### src/design/tsd_pkg.sv
// Package for timestamp_difference: timestamp record type, calendar constants,
// reciprocal constants and the table of days before each month.
// Depends on nothing.
`timescale 1ns / 1ps

package tsd_pkg;

	typedef struct packed {
		logic [13:0] year;
		logic [3:0]  month;
		logic [4:0]  day;
		logic [4:0]  hour;
		logic [5:0]  minute;
		logic [5:0]  second;
	} ts_t;

	localparam int unsigned HOURS_PER_YEAR = 8760;
	localparam int unsigned HOURS_PER_DAY  = 24;
	localparam int unsigned SECS_PER_MIN   = 60;
	localparam int unsigned SECS_PER_HOUR  = 3600;
	localparam int unsigned CENT_DIV       = 25;

	// floor(x / 25) = (x * RECIP_25) >> 16 for x below 4096
	localparam int unsigned RECIP_25       = 2622;
	localparam int unsigned RECIP_25_SHIFT = 16;
	// floor(x / 60) = (x * RECIP_60) >> 18 for x below 3600
	localparam int unsigned RECIP_60       = 4370;
	localparam int unsigned RECIP_60_SHIFT = 18;

	localparam logic [3:0] MONTH_MARCH = 4'd3;

	// days of past months in a common year; months above twelve take the whole year
	function automatic logic [8:0] cum_days(input logic [3:0] month);
		logic [8:0] d;
		unique case (month)
			4'd0, 4'd1: d = 9'd0;
			4'd2:       d = 9'd31;
			4'd3:       d = 9'd59;
			4'd4:       d = 9'd90;
			4'd5:       d = 9'd120;
			4'd6:       d = 9'd151;
			4'd7:       d = 9'd181;
			4'd8:       d = 9'd212;
			4'd9:       d = 9'd243;
			4'd10:      d = 9'd273;
			4'd11:      d = 9'd304;
			4'd12:      d = 9'd334;
			default:    d = 9'd365;
		endcase
		return d;
	endfunction

endpackage

### src/design/timestamp_difference.sv
// timestamp_difference: absolute difference of two Gregorian timestamps as hours,
// minutes and seconds. Seven-stage pipeline, uses tsd_pkg.
// One transfer per cycle sustained; a stall on the output holds the full stages
// from the output back to the first empty stage, while the stages behind it
// still advance, and in_stall rises only when all seven stages are full.
// Reset clears the stage valid bits only; data registers are not reset.
`timescale 1ns / 1ps

module timestamp_difference
	import tsd_pkg::*;
(
	input  logic        clk,
	input  logic        arst_n,
	input  logic        in_valid,
	output logic        in_stall,
	input  logic [13:0] year_a,
	input  logic [3:0]  month_a,
	input  logic [4:0]  day_a,
	input  logic [4:0]  hour_a,
	input  logic [5:0]  minute_a,
	input  logic [5:0]  second_a,
	input  logic [13:0] year_b,
	input  logic [3:0]  month_b,
	input  logic [4:0]  day_b,
	input  logic [4:0]  hour_b,
	input  logic [5:0]  minute_b,
	input  logic [5:0]  second_b,
	output logic        out_valid,
	input  logic        out_stall,
	output logic [26:0] diff_hours,
	output logic [5:0]  diff_minutes,
	output logic [5:0]  diff_seconds
);

	ts_t in_ts [2];

	logic valid_s1, valid_s2, valid_s3, valid_s4, valid_s5, valid_s6, valid_s7;
	logic en1, en2, en3, en4, en5, en6, en7;

	// stage 1 combinational
	logic signed [14:0] py_c      [2];
	logic        [13:0] pyu_c     [2];
	logic        [23:0] p100_c    [2];
	logic        [21:0] p400_c    [2];
	logic        [23:0] yp100_c   [2];
	logic        [21:0] yp400_c   [2];
	logic signed [28:0] pyh_c     [2];
	logic        [11:0] secs_c    [2];

	// stage 1 registers
	logic signed [28:0] pyh_s1    [2];
	logic        [11:0] q4_s1     [2];
	logic        [7:0]  q100_s1   [2];
	logic        [5:0]  q400_s1   [2];
	logic        [7:0]  yq100_s1  [2];
	logic        [5:0]  yq400_s1  [2];
	logic        [13:0] year_s1   [2];
	logic        [3:0]  month_s1  [2];
	logic        [4:0]  day_s1    [2];
	logic        [4:0]  hour_s1   [2];
	logic        [11:0] secs_s1   [2];

	// stage 2
	logic               leap_c    [2];
	logic        [11:0] leaps_c   [2];
	logic signed [13:0] days_c    [2];
	logic signed [13:0] days_s2   [2];
	logic signed [28:0] pyh_s2    [2];
	logic        [4:0]  hour_s2   [2];
	logic        [11:0] secs_s2   [2];

	// stage 3
	logic signed [28:0] hrs_c     [2];
	logic signed [28:0] hrs_s3    [2];
	logic        [13:0] dsec_c;
	logic        [1:0]  carry_c;
	logic        [11:0] rem_c;
	logic        [1:0]  carry_s3;
	logic        [11:0] rem_s3;

	// stage 4
	logic signed [29:0] dh_s4;
	logic        [11:0] rem_s4;

	// stage 5
	logic        [29:0] mag_c;
	logic        [26:0] hours_s5;
	logic        [11:0] rem_s5;

	// stage 6
	logic        [24:0] pmin_c;
	logic        [26:0] hours_s6;
	logic        [11:0] rem_s6;
	logic        [5:0]  min_s6;

	// stage 7
	logic        [11:0] sec_c;
	logic        [26:0] hours_s7;
	logic        [5:0]  min_s7;
	logic        [5:0]  sec_s7;

	assign in_ts[0] = '{year_a, month_a, day_a, hour_a, minute_a, second_a};
	assign in_ts[1] = '{year_b, month_b, day_b, hour_b, minute_b, second_b};

	assign en7 = !valid_s7 || !out_stall;
	assign en6 = !valid_s6 || en7;
	assign en5 = !valid_s5 || en6;
	assign en4 = !valid_s4 || en5;
	assign en3 = !valid_s3 || en4;
	assign en2 = !valid_s2 || en3;
	assign en1 = !valid_s1 || en2;
	assign in_stall = !en1;

	always_ff @(posedge clk or negedge arst_n) begin
		if (!arst_n) begin
			valid_s1 <= 1'b0;
			valid_s2 <= 1'b0;
			valid_s3 <= 1'b0;
			valid_s4 <= 1'b0;
			valid_s5 <= 1'b0;
			valid_s6 <= 1'b0;
			valid_s7 <= 1'b0;
		end else begin
			if (en1) valid_s1 <= in_valid;
			if (en2) valid_s2 <= valid_s1;
			if (en3) valid_s3 <= valid_s2;
			if (en4) valid_s4 <= valid_s3;
			if (en5) valid_s5 <= valid_s4;
			if (en6) valid_s6 <= valid_s5;
			if (en7) valid_s7 <= valid_s6;
		end
	end

	// stage 1: past years in hours, quotients by 25 for the century terms, seconds in the hour
	always_comb begin
		for (int i = 0; i < 2; i++) begin
			py_c[i]    = 15'({1'b0, in_ts[i].year}) - 15'sd1;
			pyu_c[i]   = in_ts[i].year - 14'd1;
			p100_c[i]  = 24'(pyu_c[i][13:2]) * 24'(RECIP_25);
			p400_c[i]  = 22'(pyu_c[i][13:4]) * 22'(RECIP_25);
			yp100_c[i] = 24'(in_ts[i].year[13:2]) * 24'(RECIP_25);
			yp400_c[i] = 22'(in_ts[i].year[13:4]) * 22'(RECIP_25);
			pyh_c[i]   = 29'(py_c[i]) * 29'(HOURS_PER_YEAR);
			secs_c[i]  = 12'(in_ts[i].minute) * 12'(SECS_PER_MIN) + 12'(in_ts[i].second);
		end
	end

	always_ff @(posedge clk) begin
		if (en1) begin
			for (int i = 0; i < 2; i++) begin
				pyh_s1[i]   <= pyh_c[i];
				q4_s1[i]    <= pyu_c[i][13:2];
				q100_s1[i]  <= p100_c[i][RECIP_25_SHIFT +: 8];
				q400_s1[i]  <= p400_c[i][RECIP_25_SHIFT +: 6];
				yq100_s1[i] <= yp100_c[i][RECIP_25_SHIFT +: 8];
				yq400_s1[i] <= yp400_c[i][RECIP_25_SHIFT +: 6];
				year_s1[i]  <= in_ts[i].year;
				month_s1[i] <= in_ts[i].month;
				day_s1[i]   <= in_ts[i].day;
				hour_s1[i]  <= in_ts[i].hour;
				secs_s1[i]  <= secs_c[i];
			end
		end
	end

	// stage 2: leap flag, past leap days, past days of the year
	always_comb begin
		for (int i = 0; i < 2; i++) begin
			leap_c[i] = ((year_s1[i][1:0] == 2'd0) &&
				(12'(yq100_s1[i]) * 12'(CENT_DIV) != year_s1[i][13:2])) ||
				((year_s1[i][3:0] == 4'd0) &&
				(10'(yq400_s1[i]) * 10'(CENT_DIV) == year_s1[i][13:4]));
			leaps_c[i] = (year_s1[i] == 14'd0) ? 12'd0 :
				q4_s1[i] - 12'(q100_s1[i]) + 12'(q400_s1[i]);
			days_c[i] = 14'(leaps_c[i]) + 14'(cum_days(month_s1[i])) +
				14'(leap_c[i] && (month_s1[i] >= MONTH_MARCH)) +
				14'(day_s1[i]) - 14'd1;
		end
	end

	always_ff @(posedge clk) begin
		if (en2) begin
			for (int i = 0; i < 2; i++) begin
				days_s2[i] <= days_c[i];
				pyh_s2[i]  <= pyh_s1[i];
				hour_s2[i] <= hour_s1[i];
				secs_s2[i] <= secs_s1[i];
			end
		end
	end

	// stage 3: hours since epoch; second difference normalized into one hour
	always_comb begin
		for (int i = 0; i < 2; i++) begin
			hrs_c[i] = pyh_s2[i] + 29'(days_s2[i]) * 29'(HOURS_PER_DAY) +
				29'(hour_s2[i]);
		end
		dsec_c = 14'(secs_s2[0]) - 14'(secs_s2[1]) + 14'(2 * SECS_PER_HOUR);
		priority if (dsec_c >= 14'(3 * SECS_PER_HOUR)) begin
			carry_c = 2'd3;
		end else if (dsec_c >= 14'(2 * SECS_PER_HOUR)) begin
			carry_c = 2'd2;
		end else if (dsec_c >= 14'(SECS_PER_HOUR)) begin
			carry_c = 2'd1;
		end else begin
			carry_c = 2'd0;
		end
		rem_c = 12'(dsec_c - 14'(carry_c) * 14'(SECS_PER_HOUR));
	end

	always_ff @(posedge clk) begin
		if (en3) begin
			hrs_s3   <= hrs_c;
			carry_s3 <= carry_c;
			rem_s3   <= rem_c;
		end
	end

	// stage 4: signed hour difference with the seconds carry
	always_ff @(posedge clk) begin
		if (en4) begin
			dh_s4  <= 30'(hrs_s3[0]) - 30'(hrs_s3[1]) + 30'(carry_s3) - 30'sd2;
			rem_s4 <= rem_s3;
		end
	end

	// stage 5: absolute value, borrow an hour when negative with seconds left
	always_comb begin
		if (dh_s4[29]) begin
			mag_c = (rem_s4 == 12'd0) ? 30'(-dh_s4) : ~30'(dh_s4);
		end else begin
			mag_c = 30'(dh_s4);
		end
	end

	always_ff @(posedge clk) begin
		if (en5) begin
			hours_s5 <= mag_c[26:0];
			rem_s5   <= (dh_s4[29] && rem_s4 != 12'd0) ?
				12'(SECS_PER_HOUR) - rem_s4 : rem_s4;
		end
	end

	// stage 6: minutes by reciprocal
	assign pmin_c = 25'(rem_s5) * 25'(RECIP_60);

	always_ff @(posedge clk) begin
		if (en6) begin
			hours_s6 <= hours_s5;
			rem_s6   <= rem_s5;
			min_s6   <= pmin_c[RECIP_60_SHIFT +: 6];
		end
	end

	// stage 7: seconds left over, output register
	assign sec_c = rem_s6 - 12'(min_s6) * 12'(SECS_PER_MIN);

	always_ff @(posedge clk) begin
		if (en7) begin
			hours_s7 <= hours_s6;
			min_s7   <= min_s6;
			sec_s7   <= sec_c[5:0];
		end
	end

	assign out_valid    = valid_s7;
	assign diff_hours   = hours_s7;
	assign diff_minutes = min_s7;
	assign diff_seconds = sec_s7;

	a_out_range: assert property (@(posedge clk) disable iff (!arst_n)
		out_valid |-> (diff_minutes < 6'd60) && (diff_seconds < 6'd60))
		else $error("result minutes or seconds out of range");

	a_stall_full: assert property (@(posedge clk) disable iff (!arst_n)
		in_stall |-> valid_s1 && valid_s2 && valid_s3 && valid_s4 &&
			valid_s5 && valid_s6 && valid_s7 && out_stall)
		else $error("input stalled while pipeline has a free stage");

	a_norm_rem: assert property (@(posedge clk) disable iff (!arst_n)
		valid_s3 |-> rem_s3 < 12'(SECS_PER_HOUR))
		else $error("second difference not normalized");

	a_abs_rem: assert property (@(posedge clk) disable iff (!arst_n)
		valid_s5 |-> rem_s5 < 12'(SECS_PER_HOUR))
		else $error("remainder after borrow out of range");

	a_min_div: assert property (@(posedge clk) disable iff (!arst_n)
		valid_s6 |-> (12'(min_s6) * 12'(SECS_PER_MIN) <= rem_s6) &&
			(sec_c < 12'(SECS_PER_MIN)))
		else $error("minute quotient wrong");

endmodule

### config.mk
export PLATFORM = sky130hd
export DESIGN_NAME = timestamp_difference
export DESIGN_NICKNAME = d
export VERILOG_FILES = /design/src/design/tsd_pkg.sv /design/src/design/timestamp_difference.sv
export SDC_FILE = /design/constraint.sdc
export NUM_CORES = 2
export LEC_CHECK = 0
export BUFFER_PORTS_ARGS = -buffer_cell sky130_fd_sc_hd__buf_4
export CAP_MARGIN = 30
export CELL_PAD_IN_SITES_DETAIL_PLACEMENT = 0
export CELL_PAD_IN_SITES_GLOBAL_PLACEMENT = 2
export CORE_UTILIZATION = 49
export CTS_BUF_LIST = sky130_fd_sc_hd__clkbuf_4 sky130_fd_sc_hd__clkbuf_8
export CTS_CLUSTER_DIAMETER = 120
export DETAILED_ROUTE_END_ITERATION = 12
export PLACE_DENSITY_LB_ADDON = 0.1
export SLEW_MARGIN = 20
export SYNTH_ARGS = -nofsm -noshare
export SYNTH_HDL_FRONTEND = slang
export SYNTH_SLANG_ARGS = --single-unit
### constraint.sdc
create_clock -name clk -period 25.6 [get_ports clk]
set_input_delay 3.84 -clock clk [delete_from_list [all_inputs] [get_ports clk]]
set_output_delay 3.84 -clock clk [all_outputs]
set_load 0.01 [all_outputs]
[Yosys cells after proc, flatten, opt, wreduce, memory -nomap -nowiden]
Memory sizes are Yosys's and may differ from the RTL's.
Cells that the tools add are included.
Word-level totals
  memories: 17
  ROM bits: 288
  latch bits: 0
  flip-flop bits (word level): 238
  bits in writable memories: 332
Cells by class
  bitwise logic cells: 1
  reduce and logical (&&, ||, !) cells: 33
  div/mod/pow operators: 0
  multipliers: 21
  magnitude comparators: 5
  add/sub/neg operators: 31
  equal/unequal tests: 4
  shifts and indexed selects: 0
  mux-type cells: 12
Memory list
  (no name shown): words 16, bits a word 9, rd ports 1, clocked after memory_dff 0, write ports 0, line tsd_pkg.sv:35  | unique case (month)
  (no name shown): words 16, bits a word 9, rd ports 1, clocked after memory_dff 0, write ports 0, line tsd_pkg.sv:35
  pyh_s2: words 2, bits a word 29, rd ports 2, clocked after memory_dff 0, write ports 2, line timestamp_difference.sv:68  | logic signed [28:0] pyh_s2 [2];
  pyh_s1: words 2, bits a word 26, rd ports 2, clocked after memory_dff 0, write ports 2, line timestamp_difference.sv:51  | logic signed [28:0] pyh_s1 [2];
  days_s2: words 2, bits a word 14, rd ports 2, clocked after memory_dff 0, write ports 2, line timestamp_difference.sv:67  | logic signed [13:0] days_s2 [2];
  year_s1: words 2, bits a word 14, rd ports 2, clocked after memory_dff 0, write ports 2, line timestamp_difference.sv:57  | logic [13:0] year_s1 [2];
  11 more memories
Operators with widths (count)
  $mul A12 B11 Y23 const B: 4
  $mul A10 B11 Y21 const B: 4
  $add A29 B29 Y29: 2
  $add A29 B5 Y29: 2
  $mul A29 B11 Y26 const B: 2
  $mul A29 B2 Y26 const B: 2
  $sub A14 B1 Y14 const B: 4
  $mux W27: 2
  $add A12 B6 Y12: 4
  $mux W12: 3
  $add A30 B2 Y30: 1
  $sub A14 B1 Y15 const B: 2
  $sub A29 B29 Y30: 1
  $sub A30 B2 Y30 const B: 1
  $add A13 B1 Y14: 2
  $add A14 B5 Y14: 2
  $logic_not A14 Y1: 2
  $neg A27 Y27: 1
  $not A27 Y27: 1
  $add A12 B9 Y13: 2
  $mul A8 B5 Y12 const B: 2
  $ne A12 B12 Y1: 2
  $sub A12 B8 Y12: 2
  $mul A12 B12 Y23 const B: 1
  23 further kinds: 56

[Logic depth before layout (Yosys ltp)]
  depth in word-level cells: 10
  depth in mapped cells: 30

[Worst setup path after synthesis]
OpenSTA, ideal clock, no wires.
  path kind: input to output
  from: in out_stall
  to: out in_stall
  setup slack: 10209 ps
  stages on the path: 4
  required time: 21760 ps
  data arrival time: 11551 ps
  cells stage by stage: and3_1 > and3_1 > nand4_1 > inv_1
On the way
  longest elaborated chain between the ends: 9
RTL lines
  start, declared: line timestamp_difference.sv:29  | input logic out_stall,
  $logic_not A1 Y1: line timestamp_difference.sv:105  | assign en7 = !valid_s7 || !out_stall;
  $logic_or A1 B1 Y1: line timestamp_difference.sv:105
  $logic_or A1 B1 Y1: line timestamp_difference.sv:106  | assign en6 = !valid_s6 || en7;
  $logic_or A1 B1 Y1: line timestamp_difference.sv:107  | assign en5 = !valid_s5 || en6;
  $logic_or A1 B1 Y1: line timestamp_difference.sv:108  | assign en4 = !valid_s4 || en5;
  $logic_or A1 B1 Y1: line timestamp_difference.sv:109  | assign en3 = !valid_s3 || en4;
  $logic_or A1 B1 Y1: line timestamp_difference.sv:110  | assign en2 = !valid_s2 || en3;
  $logic_or A1 B1 Y1: line timestamp_difference.sv:111  | assign en1 = !valid_s1 || en2;
  $logic_not A1 Y1: line timestamp_difference.sv:112  | assign in_stall = !en1;
  end, declared: line timestamp_difference.sv:15  | output logic in_stall,
No other way between the ends.

==> results.yml <==
setup_path:
  reg2reg_setup_slack_ps: 18830
  timing.rr.end: "days_s2[0][27]$_DFFE_PP_"
  crit_path_start_kind: "primary input"
  timing.critical_path.from: "year_b[4]"
  critical_path_depth: 29
  crit-reg2reg-launch: "yq100_s1[0][10]$_DFFE_PN_"
  crit_path_end: "q100_s1[0][15]$_DFFE_PN_"
  crit_top_cell: "sky130_fd_sc_hd__inv_1"
  critical_path.max_stage_delay_ps: 730
  path_max_fanout: 12
  cp_num_buf_inv: 7
  worstPathArrival_ps: 11050
  worst_path_max_delay_cell: "sky130_fd_sc_hd__a2111oi_0"
  worst-endpoint-required_ps: 26090
  reg2reg_depth: 28
  cp-end-kind: "register"
  timing.critical_path.max_delay_family: "adder cells"
  timing_worst_setup_path_type: "primary input to register"
floorplanning:
  rows: 123
  io_pins: 125
  fp.coreArea_sq_um: 112000
  die_h_um: 339
  dieWidth_um: 339
  die_area_sq_um: 115000
  initial_core_util_pct: 49.4
placement:
  final_replace_weighted_congestion: 0.816
  numPortBuffers: 124
  hpwl_mm: 89.6
outcome:
  violations: "design-rule violations"
  outcome: "finished, violations left"
clock_network:
  tritoncts: "yes"
  cts_repair_resize_count: 0
  clock_sinks: 562
  ctsLongestPathBuffers: 3
  numCtsBuffers: 100
  post_cts_hold_buffer_count: 0
  root_buffer: "sky130_fd_sc_hd__clkbuf_8"
  path_clk_slew_ps: 60
  worst_skew_pair.late_latency_ps: 750
  h_tree_depth: 3
  post_cts_buffers: 0
routing:
  vias: 33800
  drcViolationCount: 1
  drt_first_pass_iters: 9
  dr.first_iter.drc_count: 1055
  detail-route-antenna-nets: 0
  route.detailed.wl_per_inst_um: 15.9
  detail_route.wirelength_mm: 108
  avgViaCountPerCell: 4.95
global_route:
  grt_first_pass_wirelength_mm: 181
  grt_start_max_net_pins: 126
  total_track_usage_pct: 19.7
  global_route.overflow_total: 0
  grt_pass1_vias: 35600
  initial_antenna_violation_count: 1
synthesis:
  syn_area_sq_um: 55600
  netlist_top_cells_area: "sky130_fd_sc_hd__edfxtp_1, sky130_fd_sc_hd__ha_1, sky130_fd_sc_hd__fa_1"
  synth.top_cells.by_count: "sky130_fd_sc_hd__ha_1, sky130_fd_sc_hd__inv_1, sky130_fd_sc_hd__edfxtp_1"
  synthesis.yosys.warnings: 0
  yosys.cell_count.top_type: "sky130_fd_sc_hd__ha_1"
  netlist.top_cell.by_area: "sky130_fd_sc_hd__edfxtp_1"
  ys_async_sr_fraction_pct: 1.25
  yosys_register_bits: 562
  synth_fp_nets: 6686
  synth-main-ff-cell: "sky130_fd_sc_hd__edfxtp_1"
  syn-instance-count: 4980
  synth_enable_flop_cells: 555
  yosysUniqueCellTypes: 78
  synth_area_per_cell_sq_um: 11.2
  synthDominantCellAreaShare_pct: 30.0
  seq_total_area_yosys_pct: 30.3
finish:
  layout-area-overhead-vs-synth_pct: 9.23
  filler_cell_count: 10000
  drive_above_1_share_pct: 6.81
  num-nets-final: 6938
timing:
  fin_setup_tns_ps: 0
  grt_setup_unrepaired: "no"
  setup_violations: 0
  clock_skew_ps: 38.9
  final-hold-violation-count: 0
  worst_slew_margin_rel_pct: 40.8
  worst-slew-pin-transition_ps: 889
  max_clock_freq_mhz: 94.7
  min_period_over_period_pct: 41.2
  whs_ps: 409
  slew_violations: 0
  finalWorstPathRequiredPeriod_ps: 10560
min_path:
  worst_hold_startpoint: "rem_s3[8]$_DFFE_PP_"
  hold_path.class: "register to register"
run:
  drv_cap: 0
cell usage in the layout (no fill, tap or decap), types with 40 or more instances in the layout:
| master | n |
|---|---|
| sky130_fd_sc_hd__clkbuf_8 | 101 |
| sky130_fd_sc_hd__inv_1 | 1076 |
| sky130_fd_sc_hd__nor2_1 | 169 |
| sky130_fd_sc_hd__xnor2_1 | 311 |
| sky130_fd_sc_hd__o21bai_1 | 40 |
| sky130_fd_sc_hd__a21o_1 | 104 |
| sky130_fd_sc_hd__o21ai_1 | 61 |
| sky130_fd_sc_hd__buf_4 | 160 |
| sky130_fd_sc_hd__nand2_1 | 156 |
| sky130_fd_sc_hd__o21a_1 | 51 |
| sky130_fd_sc_hd__o21ai_0 | 59 |
| sky130_fd_sc_hd__a21oi_1 | 180 |
| sky130_fd_sc_hd__ha_1 | 1209 |
| sky130_fd_sc_hd__fa_1 | 413 |
| sky130_fd_sc_hd__edfxtp_1 | 555 |
| sky130_fd_sc_hd__xor2_1 | 113 |
kinds of logic after synthesis:
logic type | after synthesis | synth area share [%]
adder cells (fa/ha/maj) | 1622 | 42.1
AND/OR/NAND/NOR | 595 | 5.20
AO/OA/AOI/OAI | 670 | 8.02
multiplexers | 15 | 0.288
flip-flops | 562 | 30.3
XOR/XNOR | 426 | 6.72
buffers and inverters | 1090 | 7.36
layout make-up:
cell class              instances  area [sq um]  area share, %
inverters                    1078          4050           6.67
multi-input cells            3328         34700           57.1
flip-flops and latches        562         16800           27.7
repair buffers                162          1230           2.02
clock buffers                 113          1480           2.44
clock inverters                71           547          0.901
well taps                    1500          1880           3.09
diodes                          1          2.50        0.00412
per-stage QoR:
step	area (sq um)	cells	util, %	worst slack, ps
6_report	60700	6815	53.9	15050
5_1_grt	60700	6815	53.9	14330
4_1_cts	60700	6814	53.9	15010
3_5_place_dp	58700	6630	52.1	14200
3_3_place_gp	58700	6629	52.1	14290
2_1_floorplan	55600	4980	-	10210
registers in the layout (all words and copies together), names as in the netlist, 16 cells and up:
| register | flops |
|---|---|
| yq100_s1 | 16 |
| dh_s4 | 28 |
| pyh_s1 | 52 |
| hours_s5 | 27 |
| pyh_s2 | 52 |
| hours_s6 | 27 |
| hrs_s3 | 58 |
| q100_s1 | 16 |
| q4_s1 | 24 |
| secs_s2 | 24 |
| year_s1 | 28 |
| diff_hours | 27 |
| days_s2 | 28 |
| secs_s1 | 24 |
metal layers:
metal	GRT usage, %	part of all wire [%]
met4	6.14	2.6
met3	2.27	2.5
met1	25.6	46
met2	34.3	49
met5	0	0
how the worst min path moves through the flow:
stage                               endpoint  slack [ps]  cells after the start
CTS                  pyh_s2[0][53]$_DFFE_PP_         410                      0
global placement      hours_s6[23]$_DFFE_PP_         400                      0
floorplan            diff_hours[0]$_DFFE_PP_         400                      0
detailed placement  diff_hours[10]$_DFFE_PP_         400                      0
finish                   rem_s4[8]$_DFFE_PP_         410                      0
global route         pyh_s2[0][41]$_DFFE_PP_         420                      0
Power is left out: the tool's default activity adds up to more than one toggle a clock period on the data nets, which glitch-free logic cannot reach.
